<file path="config.mk">
export PLATFORM = sky130hd
export DESIGN_NAME = lapf_kernel
export DESIGN_NICKNAME = d
export VERILOG_FILES = /design/src/sv/lapf_pkg.sv /design/src/sv/lapf_kernel.sv
export SDC_FILE = /design/constraint.sdc
export NUM_CORES = 1
export LEC_CHECK = 0
export BUFFER_PORTS_ARGS = -buffer_cell sky130_fd_sc_hd__buf_2
export CAP_MARGIN = 20
export CORE_ASPECT_RATIO = 2
export CORE_MARGIN = 1
export CORE_UTILIZATION = 50
export CTS_BUF_LIST = sky130_fd_sc_hd__clkbuf_16
export DETAILED_ROUTE_END_ITERATION = 8
export GPL_TIMING_DRIVEN = 0
export PLACE_DENSITY_LB_ADDON = 0.3
export SYNTH_ARGS = -nofsm -noshare
export SYNTH_HDL_FRONTEND = slang
export SYNTH_SLANG_ARGS = --single-unit
</file>
<file path="constraint.sdc">
create_clock -name clk -period 20.1 [get_ports clk]
set_input_delay 4.02 -clock clk [delete_from_list [all_inputs] [get_ports clk]]
set_output_delay 4.02 -clock clk [all_outputs]
set_load 0.01 [all_outputs]
</file>
<file path="src/sv/lapf_pkg.sv">
package lapf_pkg;

    localparam logic CMD_PIXEL = 1'b0;
    localparam logic CMD_DRAIN = 1'b1;

    localparam logic [1:0] REG_WIDTH  = 2'd0;
    localparam logic [1:0] REG_HEIGHT = 2'd1;
    localparam logic [1:0] REG_MODE   = 2'd2;

    localparam int CFG_DATA_W = 11;
    localparam logic [CFG_DATA_W-1:0] DIM_RESET = 11'd1024;

    localparam int SUM_W = 13;
    localparam int MAG_W = 12;
    localparam logic [MAG_W-1:0] DIV3_MUL = 12'd2731;
    localparam int DIV3_SHIFT = 13;

    localparam int FIFO_DEPTH = 4;
    localparam int FIFO_PTR_W = $clog2(FIFO_DEPTH);
    localparam int FIFO_CNT_W = FIFO_PTR_W + 1;

    typedef struct packed {
        logic [7:0] ch2;
        logic [7:0] ch1;
        logic [7:0] ch0;
    } pixel_t;

    localparam int PIX_W = $bits(pixel_t);

    typedef struct packed {
        logic [9:0] row;
        logic [9:0] col;
        logic       last;
    } tag_t;

    typedef struct packed {
        logic [9:0] row;
        logic [9:0] col;
        logic [7:0] value;
        logic       saturated;
        logic       last;
    } result_t;

endpackage

</file>
<file path="src/sv/lapf_kernel.sv">
module lapf_kernel
    import lapf_pkg::*;
(
    input  logic    clk,
    input  logic    rst_n,
    input  logic    color_mode,
    input  logic    tap_valid,
    input  tag_t    tap_tag,
    input  pixel_t  above,
    input  pixel_t  left,
    input  pixel_t  centre,
    input  pixel_t  right,
    input  pixel_t  below,
    output logic    res_valid,
    output result_t res
);

    function automatic logic signed [10:0] chan_sum(
        input logic [7:0] a,
        input logic [7:0] l,
        input logic [7:0] c,
        input logic [7:0] r,
        input logic [7:0] b
    );
        logic [10:0] pos;
        pos = 11'(a) + 11'(l) + 11'(r) + 11'(b);
        return $signed(pos - {1'b0, c, 2'b00});
    endfunction

    logic signed [10:0]    sum_ch0;
    logic signed [10:0]    sum_ch1;
    logic signed [10:0]    sum_ch2;
    logic signed [SUM_W-1:0] sum_next;
    logic signed [SUM_W-1:0] sum_reg;
    tag_t                  tag_reg;
    logic                  valid_reg;
    logic [MAG_W-1:0]      mag;
    logic [2*MAG_W-1:0]    prod;
    logic [MAG_W-1:0]      mag_final;
    logic                  sat;

    always_comb
    begin
        sum_ch0 = chan_sum(above.ch0, left.ch0, centre.ch0, right.ch0, below.ch0);
        sum_ch1 = chan_sum(above.ch1, left.ch1, centre.ch1, right.ch1, below.ch1);
        sum_ch2 = chan_sum(above.ch2, left.ch2, centre.ch2, right.ch2, below.ch2);
        sum_next = {{2{sum_ch0[10]}}, sum_ch0};
        if (color_mode)
        begin
            sum_next = {{2{sum_ch0[10]}}, sum_ch0} + {{2{sum_ch1[10]}}, sum_ch1}
                     + {{2{sum_ch2[10]}}, sum_ch2};
        end
    end

    always_ff @(posedge clk or negedge rst_n)
    begin
        if (!rst_n)
        begin
            valid_reg <= 1'b0;
        end
        else
        begin
            valid_reg <= tap_valid;
        end
    end

    always_ff @(posedge clk)
    begin
        sum_reg <= sum_next;
        tag_reg <= tap_tag;
    end

    always_comb
    begin
        mag = sum_reg[SUM_W-1] ? MAG_W'(-sum_reg) : MAG_W'(sum_reg);
        prod = (2*MAG_W)'(mag) * (2*MAG_W)'(DIV3_MUL);
        mag_final = color_mode ? MAG_W'(prod >> DIV3_SHIFT) : mag;
        sat = mag_final > MAG_W'(255);
        res.row = tag_reg.row;
        res.col = tag_reg.col;
        res.value = sat ? 8'hFF : mag_final[7:0];
        res.saturated = sat;
        res.last = tag_reg.last;
    end

    assign res_valid = valid_reg;

endmodule

</file>
### Yosys cells after proc, flatten, opt, wreduce, memory -nomap -nowiden

Index checks and enable logic that the tools add are counted.
Widths: inputs -> output; s select.

* add/subtract/negate cells: 15
* multipliers: 1
* $lt $le $gt $ge: 1
* multiplexer cells: 4

Operator list (number)
* $add 10x8->11: 3
* $sub 11x10->11: 3
* $add 9x8->10: 3
* $add 8x8->9: 3
* $mul 12x12->24 const B: 1
* $mux 12: 2
* $add 12x11->13: 1
* $mux 13: 1
* $add 11x11->12: 1
* $gt 12x8->1 const B: 1
* $neg 12->12: 1
* $mux 8: 1

* bits in registers: 35
* bits of input ports: 145
* output and inout port bits: 31
* word-level logic and storage cells: 26

### Depth between registers and ports, before layout

* depth after elaboration: 7
* depth in mapped cells: 24
* depth with buffers taken out: 23

### Worst setup path after synthesis

OpenSTA, ideal clock, no wires.

* kind: register to output
* from: reg sum_reg[0]
* to: out res[2] (netlist name)
* data arrival time: 5.868 ns
* data required time: 16.080 ns
* slack: 10.212 ns
* stages on the path, launching flop included: 22
* path buffers: 0
* cells stage by stage: dfxtp_1 -> inv_1 -> ha_1 -> mux2i_1 -> inv_1 -> ha_1 -> fa_1 -> inv_1 -> fa_1 -> inv_1 -> fa_1 -> inv_1 -> fa_1 -> inv_1 -> ha_1 -> a21oi_1 -> o21ai_0 -> nor4_1 -> o21ba_2 -> o21bai_4 -> a2111oi_4 -> o221ai_1

RTL lines
* start, declared: line lapf_kernel.sv:34 `logic signed [SUM_W-1:0] sum_reg;`
* start signal, assigned: line lapf_kernel.sv:69 `sum_reg <= sum_next;`
* end, declared: line lapf_kernel.sv:15 `output result_t res`

==> metrics.cfg <==
[outcome]
status = finished, final reports clean

[logic_synthesis]
synth_edf_count = 0
synthCells = 801
yosys_register_bits = 35
synth_nets = 1188
ys_seq_area_frac = 0.0940
yosysUniqueCellTypes = 63
ys.flop_type = dfxtp_1
syn_area_um2 = 7510
ys_async_sr_fraction = 0.0286
syn_area_per_cell_um2 = 9.38
ys_warn_count = 0

[grt]
grt_usage = 0.246
antenna_found_initial = 0
grt_pass1_wl_um = 29000
grt_max_degree = 13
grt_pass1_vias = 6561
grt-ovfl-total = 0

[routing]
drtIter0Drc = 170
wl_per_cell_um = 15.3
drtAntennaViolNets = 0
num_vias = 6141
drc_errors = 0
drt_first_pass_iters = 7
vias_per_cell = 5.21
routed_wl_um = 18100

[layout]
finalNonFillerCells = 1178
register_area_um2 = 706
diodes = 0
layout_commonest_cell = inv_1
fillers = 1368
drive_above_1_share = 0.208
multi_input_area_um2 = 6040
largest_reg_flops = 21
syn2layout_area_growth_pct = 17.1
fin_nets = 1369
mostFrequentLayoutCells = inv_1 (192), buf_2 (174), ha_1 (134)

[floorplan]
coreArea_um2 = 14700
die_x_um = 88.7
start_util = 0.510
ios = 176
die_h_um = 175
rows = 63
die_area_um2 = 15500

[clock_network]
clock_path_buffers = 2
clkTransAtPathRegs_ps = 60
cts_tree = done
cts_resized = 0
cts.sinks = 35
htree_levels = 2
root_buffer = clkbuf_16
ctsHoldBuffers = 0
numCtsBuffers = 5
postCtsSetupRepairBufs = 0

[critical_path]
worstPathArrival_ps = 7910
cpMaxStageDelayCell = nor4_1
cp_slowest_stage_delay_ps = 840
crit_path_start_kind = flip-flop
crit_required_ps = 16080
cp_common_cell = inv_1
crit_fanout = 9
crit_type = flip-flop to primary output
critPathCaptureType = primary output
cp_cell_sequence = inv_1 -> ha_1 -> mux2i_1 -> inv_1 -> ha_1 -> fa_1 -> inv_1 -> fa_1 -> inv_1 -> fa_1 -> inv_1 -> fa_1 -> inv_1 -> ha_1 -> a21oi_1 -> o21ai_0 -> nor4_1 -> o21ba_2 -> o21bai_4 -> a2111oi_4 -> o221ai_1 -> buf_2
path_delay_family = adder cells
crit_buf_inv = 7

[min_path]
hold_path.class = primary input to asynchronous set/reset pin

[job]
max_cap_violations = 0

[place]
dp.cells = 1170
hpwlAfterDp_um = 16500
port_buffers = 174
gp_congestion = 1.01

[timing]
timing.final.crit_share = 0.594
rsz0062_at_grt = false
drv_slew = 0
clock.fmax_mhz = 83.8
relSlewSlack = 0.330
finalHoldViolations = 0
setup_viol = 0
fin_tns_setup_ps = 0
min_period_ps = 11930
tightestPinTransition_ps = 996

cell families (layout without fill, tap and decap cells):
logic type / after synthesis / in the layout / synth area share
buffers and inverters: 200 / 382 / 0.101
DFF: 35 / 35 / 0.0940
muxes: 8 / 8 / 0.0115
AOI/OAI and AO/OA: 133 / 133 / 0.124
xor gates and xnor gates: 64 / 64 / 0.0746
adders and majority gates: 242 / 242 / 0.511
and+or+nand+nor: 119 / 119 / 0.0836
how the worst max path moves through the flow:
stage / startpoint / end / slack (ps) / cells after the start
2_1_floorplan: sum_reg[0]$_DFF_P_ / res[2] / 10210 / 21
3_3_place_gp: sum_reg[0]$_DFF_P_ / res[2] / 8580 / 22
3_5_place_dp: sum_reg[0]$_DFF_P_ / res[2] / 8520 / 22
4_1_cts: sum_reg[0]$_DFF_P_ / res[2] / 8160 / 22
5_1_grt: sum_reg[0]$_DFF_P_ / res[2] / 7810 / 22
6_report: sum_reg[0]$_DFF_P_ / res[2] / 8170 / 22
cell type report:
class	instances	share of cell area
flip-flops and latches	35	0.0802
clock buffers	5	0.0142
plain buffers	7	0.00427
well taps	195	0.0277
multi-input cells	566	0.687
clock inverters	3	0.00498
inverters	193	0.0824
repair buffers	174	0.0990
per-stage QoR:
step / worst slack [ps] / area, µm² / hold slack (ps) / utilization
floorplan: 10210 / 7510 / 3720 / -
global placement: 8580 / 8630 / 3790 / 0.585
detailed placement: 8520 / 8630 / 3800 / 0.585
CTS: 8160 / 8790 / 3500 / 0.597
global route: 7810 / 8790 / 3500 / 0.597
finish: 8170 / 8790 / 3500 / 0.597
metal layers:
| metal | global-route usage | vias up | share of wire |
|---|---|---|---|
| met5 | 0 | - | 0 |
| met4 | 0.168 | 0 | 0.076 |
| met3 | 0.0258 | 77 | 0.029 |
| met2 | 0.495 | 170 | 0.60 |
| met1 | 0.208 | 2922 | 0.29 |
| li1 | - | 2972 | - |
synth_stat cells, drive strengths merged, types with 7 or more instances:
cell type / number / area share
o31ai: 7 / 0.0070
inv: 192 / 0.096
xor2: 25 / 0.029
o21bai: 9 / 0.010
o21ai: 23 / 0.015
a21o: 14 / 0.014
ha: 134 / 0.22
nor2: 24 / 0.012
a21oi: 40 / 0.027
xnor2: 39 / 0.045
fa: 108 / 0.29
nor3: 10 / 0.0080
nand3: 8 / 0.0060
dfxtp: 34 / 0.091
o221ai: 8 / 0.0093
nand2: 38 / 0.019
Power is left out: the tool's default activity adds up to more than one toggle a clock period on the data nets, which glitch-free logic cannot reach.
