--- config.mk ---
export PLATFORM = sky130hd
export DESIGN_NAME = lapf_fifo
export DESIGN_NICKNAME = d
export VERILOG_FILES = /design/src/sv/lapf_pkg.sv /design/src/sv/lapf_fifo.sv
export SDC_FILE = /design/constraint.sdc
export NUM_CORES = 1
export LEC_CHECK = 0
export ABC_CLOCK_PERIOD_IN_PS = 2790
export BUFFER_PORTS_ARGS = -buffer_cell sky130_fd_sc_hd__buf_2
export CAP_MARGIN = 30
export CORE_UTILIZATION = 55
export DETAILED_ROUTE_END_ITERATION = 6
export PLACE_DENSITY_LB_ADDON = 0.12
export REMOVE_ABC_BUFFERS = 1
export SETUP_SLACK_MARGIN = 0.05
export SYNTH_ARGS = -nofsm -noshare
export SYNTH_HDL_FRONTEND = slang
export SYNTH_SLANG_ARGS = --single-unit
export TNS_END_PERCENT = 30
--- constraint.sdc ---
create_clock -name clk -period 2.79 [get_ports clk]
set_clock_uncertainty 0.2 [all_clocks]
set_input_delay 0.1395 -clock clk [delete_from_list [all_inputs] [get_ports clk]]
set_output_delay 0.1395 -clock clk [all_outputs]
set_load 0.02 [all_outputs]
--- src/sv/lapf_pkg.sv ---
package lapf_pkg;

    localparam logic CMD_PIXEL = 1'b0;
    localparam logic CMD_DRAIN = 1'b1;

    localparam logic [1:0] REG_WIDTH  = 2'd0;
    localparam logic [1:0] REG_HEIGHT = 2'd1;
    localparam logic [1:0] REG_MODE   = 2'd2;

    localparam int CFG_DATA_W = 11;
    localparam logic [CFG_DATA_W-1:0] DIM_RESET = 11'd1024;

    localparam int SUM_W = 13;
    localparam int MAG_W = 12;
    localparam logic [MAG_W-1:0] DIV3_MUL = 12'd2731;
    localparam int DIV3_SHIFT = 13;

    localparam int FIFO_DEPTH = 4;
    localparam int FIFO_PTR_W = $clog2(FIFO_DEPTH);
    localparam int FIFO_CNT_W = FIFO_PTR_W + 1;

    typedef struct packed {
        logic [7:0] ch2;
        logic [7:0] ch1;
        logic [7:0] ch0;
    } pixel_t;

    localparam int PIX_W = $bits(pixel_t);

    typedef struct packed {
        logic [9:0] row;
        logic [9:0] col;
        logic       last;
    } tag_t;

    typedef struct packed {
        logic [9:0] row;
        logic [9:0] col;
        logic [7:0] value;
        logic       saturated;
        logic       last;
    } result_t;

endpackage

--- src/sv/lapf_fifo.sv ---
module lapf_fifo
    import lapf_pkg::*;
(
    input  logic                  clk,
    input  logic                  rst_n,
    input  logic                  push,
    input  result_t               push_data,
    input  logic                  pop_stall,
    output logic                  pop_valid,
    output result_t               pop_data,
    output logic [FIFO_CNT_W-1:0] count
);

    result_t                 entry_reg [FIFO_DEPTH];
    logic [FIFO_PTR_W-1:0]   wr_ptr_reg;
    logic [FIFO_PTR_W-1:0]   wr_ptr_next;
    logic [FIFO_PTR_W-1:0]   rd_ptr_reg;
    logic [FIFO_PTR_W-1:0]   rd_ptr_next;
    logic [FIFO_CNT_W-1:0]   count_reg;
    logic [FIFO_CNT_W-1:0]   count_next;
    logic                    pop;

    assign pop = pop_valid && !pop_stall;

    always_comb
    begin
        wr_ptr_next = push ? wr_ptr_reg + FIFO_PTR_W'(1) : wr_ptr_reg;
        rd_ptr_next = pop ? rd_ptr_reg + FIFO_PTR_W'(1) : rd_ptr_reg;
        count_next = count_reg + FIFO_CNT_W'(push) - FIFO_CNT_W'(pop);
    end

    always_ff @(posedge clk or negedge rst_n)
    begin
        if (!rst_n)
        begin
            wr_ptr_reg <= '0;
            rd_ptr_reg <= '0;
            count_reg <= '0;
        end
        else
        begin
            wr_ptr_reg <= wr_ptr_next;
            rd_ptr_reg <= rd_ptr_next;
            count_reg <= count_next;
        end
    end

    always_ff @(posedge clk)
    begin
        if (push)
        begin
            entry_reg[wr_ptr_reg] <= push_data;
        end
    end

    assign pop_valid = count_reg != '0;
    assign pop_data = entry_reg[rd_ptr_reg];
    assign count = count_reg;

    a_no_overflow: assert property (@(posedge clk) disable iff (!rst_n)
        push |-> (count_reg < FIFO_CNT_W'(FIFO_DEPTH)) || pop)
        else $error("Result queue written while full.");

    a_count_bound: assert property (@(posedge clk) disable iff (!rst_n)
        count_reg <= FIFO_CNT_W'(FIFO_DEPTH))
        else $error("Result queue count out of range.");

endmodule

After elaboration in Yosys (flattened, before gate mapping)
Memory sizes are Yosys's and may differ from the RTL's.
Cells that the tools add are included.
{ "word_totals": {"memories": 1, "regBits": 7, "mem_bits_rw": 120, "out_inout_bits": 34, "in_bits": 34} }
{ "op_classes": {"n_mux": 2, "n_addsub": 4, "reduce_logical": 3} }
{ "memory_table": {"columns": ["memory", "words", "width", "rd", "rd_clocked_by_memory_dff", "wr", "line", "source"], "rows": [
  ["entry_reg", 4, 30, 1, 0, 1, "lapf_fifo.sv:14", "result_t entry_reg [FIFO_DEPTH];"]
]} }
{ "ops": {"columns": ["op", "count"], "rows": [
  ["adder 2 x 1 -> 2 bit, second input constant", 2],
  ["adder 3 x 1 -> 3 bit", 1],
  ["nonzero test 3 bit", 1],
  ["subtractor 3 x 1 -> 3 bit", 1],
  ["two-way mux 1 bit", 2],
  ["logical AND 1 bit", 1],
  ["logical NOT 1 bit", 1]
]} }

Longest topological paths before layout
{ "logic_depth": {"depth_word": 3, "depth_mapped": 8, "mapped_depth_nobuf": 8} }

Least setup slack after synthesis
No wires, ideal clock.
{ "synth_timing": {"kind": "reg-to-reg", "startpoint": "register count_reg[1], in the netlist count[1]", "endpoint": "register count_reg[2], in the netlist count[2]", "n_path_buf": 0, "slack_ns": 0.511, "required_time_ns": 2.467, "period_less_slack_ns": 2.279, "arrival_ns": 1.956, "path_stages_with_launch": 9, "path_cell_list": "dfrtp_1 > nor3_1 > nor2_1 > ha_1 > inv_1 > ha_1 > fa_1 > xnor2_1 > xnor2_1"} }
{ "synth_between": {"elab_chain_cells": 3, "word_cells_on_any_way": 4, "cone_classes": "add/sub: 2; reduce/logical: 2"} }
{ "synth_rtl": {"columns": ["element", "line", "source"], "rows": [
  ["from (decl)", "lapf_fifo.sv:19", "logic [FIFO_CNT_W-1:0] count_reg;"],
  ["from (signal assigned)", "lapf_fifo.sv:44", "count_reg <= count_next;"],
  ["nonzero test 3 bit", "lapf_fifo.sv:56", "assign pop_valid = count_reg != '0;"],
  ["logical AND 1 bit", "lapf_fifo.sv:23", "assign pop = pop_valid && !pop_stall;"],
  ["net pop", "lapf_fifo.sv:21", "logic pop;"],
  ["subtractor 3 x 1 -> 3 bit", "lapf_fifo.sv:29", "count_next = count_reg + FIFO_CNT_W'(push) - FIFO_CNT_W'(pop);"],
  ["net count_next[2]", "lapf_fifo.sv:20", "logic [FIFO_CNT_W-1:0] count_next;"]
]} }
The timed path passes the listed nets, and every way through them passes these cells.
A chain may end at the register's enable or synchronous reset.

==> flow_metrics.env <==
export IMPL_crit_path_end_kind="primary output"
export IMPL_antenna_found_initial=0
export IMPL_ys_ff_latch=127
export IMPL_setup_viol=0
export IMPL_synth_area_sq_um=4763
export IMPL_clk_latency_ns=0.50
export IMPL_path_max_fanout=14
export IMPL_cts_made_buffers=17
export IMPL_period_share_pct=90.76
export IMPL_drive_above_1_share_pct=42.64
export IMPL_yosys_warnings=0
export IMPL_grt_overflow_total=0
export IMPL_drt_iter0_drc=90
export IMPL_cp_start_kind="flop"
export IMPL_synth_area_leader_cell="edfxtp_1"
export IMPL_n_antenna_cell=0
export IMPL_clockRootBuffer="clkbuf_8"
export IMPL_grtUsageTotal_pct=19.96
export IMPL_required_ns=2.45
export IMPL_post_drt_wl_per_cell_microns=18.64
export IMPL_max_cap_violations=0
export IMPL_vias=2286
export IMPL_postCtsSetupBuffers=0
export IMPL_reg2reg_depth=8
export IMPL_cellPowerDensity_nw_per_um2=1099
export IMPL_io_pins=68
export IMPL_crit_arrival_ns=2.19
export IMPL_core_area_sq_um=8299
export IMPL_cts_max_path_buffers=2
export IMPL_min_delay_path_class="in -> reg"
export IMPL_initial_core_util_pct=57.39
export IMPL_nets=355
export IMPL_viasPerCell=5.304
export IMPL_hpwlAfterDp_mm=4.825
export IMPL_die_y_microns=95.06
export IMPL_synthCells=192
export IMPL_synth_cell_type_count=18
export IMPL_htreeDepth=4
export IMPL_tightest_slew_ns=0.4872
export IMPL_synth_area_per_cell_sq_um=24.81
export IMPL_crit_type="reg -> out"
export IMPL_finalPower_mw=6.777
export IMPL_largest_reg_flops=120
export IMPL_portBuffers=67
export IMPL_p_leak_nw=2.238
export IMPL_ant_nets=0
export IMPL_relSlewSlack_pct=67.52
export IMPL_synth_top_area_share_pct=75.65
export IMPL_die_x_microns=95.06
export IMPL_cts_tree="done"
export IMPL_final_setup_tns_ns=0
export IMPL_die_area_sq_um=9036
export IMPL_drt_first_pass_iters=5
export IMPL_post_cts_resized=0
export IMPL_drcViolationCount=0
export IMPL_rows=33
export IMPL_first_global_vias=2450
export IMPL_min_path_cells=2
export IMPL_routed_wl_mm=8.032
export IMPL_rsz0062_at_grt="false"
export IMPL_grt_pass1_wl_mm=12.31
export IMPL_area_growth_pct=29.45
export IMPL_routabilityCongestion=0.7107
export IMPL_finalHoldViolations=0
export IMPL_ys_seq_area_share_pct=79.33
export IMPL_ir_drop_uv=712.8
export IMPL_cts_hold_buf=34
export IMPL_clkTransAtPathRegs_ns=0.06
export IMPL_status="completed"
export IMPL_clkSinkCount=127
export IMPL_fmax_mhz=394.9
export IMPL_drv_slew=0
export IMPL_period_needed_ns=2.532
export IMPL_synthTopCellsByArea="edfxtp_1 (76%), mux4_2 (13%), dfrtp_1 (3.7%)"
export IMPL_grt_start_max_net_pins=31
[path summary, 6_finish.rpt]
kind,from,end,slack [ns]
worst max-delay path,rd_ptr_reg[0],pop_data[14],0.26
worst min-delay path,push_data[4],entry_reg[2][4],0.19
worst max register to register,count[1],count[2],0.49
worst min register to register,wr_ptr_reg[0],wr_ptr_reg[0],0.34
max in group asynchronous,rst_n,rd_ptr_reg[0],1.75
min in group asynchronous,rst_n,wr_ptr_reg[0],0.39
[through the flow]
step | setup WS [ns] | hold WS [ns] | utilization (%) | cells | area [sq um]
after floorplan | 0.3176 | -0.3561 | - | 185 | 4677
after global placement | 0.5590 | -0.2217 | 63.17 | 366 | 5243
after global routing | 0.1280 | 0.1621 | 74.30 | 431 | 6166
after CTS | 0.1862 | 0.1566 | 74.30 | 431 | 6166
final | 0.2577 | 0.1876 | 74.30 | 431 | 6166
after detailed placement | 0.4930 | -0.2185 | 63.17 | 366 | 5243
[layout by cell type, fill, tap and decap left out, drive strengths merged, types with 2 or more instances in the layout]
cell type      n
edfxtp       120
buf           76
dlygate4sd3   34
mux4          30
clkbuf        17
inv            8
dfrtp          7
ha             6
clkinv         6
and2           4
clkinvlp       4
xor2           3
bufinv         3
xnor2          2
[power breakdown]
group | internal [mW] | switching [mW]
Clock | 1.35 | 0.766
Combinational | 0.875 | 1.10
Sequential | 2.51 | 0.175
Total | 4.74 | 2.04
[layout make-up]
class / count / area (sq um)
sequential: 127 / 3780
clock buffer: 17 / 414.1
multi-input combinational: 51 / 877.1
clock inverter: 14 / 168.9
inverter: 7 / 26.28
fill: 477 / 2133
tap: 105 / 131.4
timing repair buffer: 110 / 768.2
[cell families after synthesis]
family | after synthesis | synth area share (%)
multiplexers | 30 | 14.34
flip-flops | 127 | 79.33
buffers and inverters | 14 | 2.364
adder cells (fa/ha/maj) | 7 | 1.996
AO/OA/AOI/OAI | 1 | 0.1050
AND/OR/NAND/NOR | 8 | 0.9453
XOR/XNOR | 5 | 0.9195
[synth_stat cells]
master and number:
fa_1 1, buf_6 1, mux4_2 28, nor3b_1 1, inv_1 7, buf_2 3
dfrtp_1 7, xnor2_1 2, buf_12 3, nor3_1 1, nand2_1 1, edfxtp_1 120
mux4_1 2, xor2_1 3, and2_1 4, o21ai_0 1, nor2_1 1, ha_1 6
[routing by layer]
layer  vias up  wire [microns]  track usage, %
li1       1046               -               -
met1      1159            3423           24.44
met2        70            4176           32.32
met3        11             301           6.619
met4         0             131           9.343
met5         -               0               0
[worst max-delay path, stage by stage, from the launching register on]
cell     delay (ns)
dfrtp_2        0.64
buf_4          0.31
mux4_2         0.54
buf_2          0.18
No activity file was read; power rests on OpenSTA's default activity.
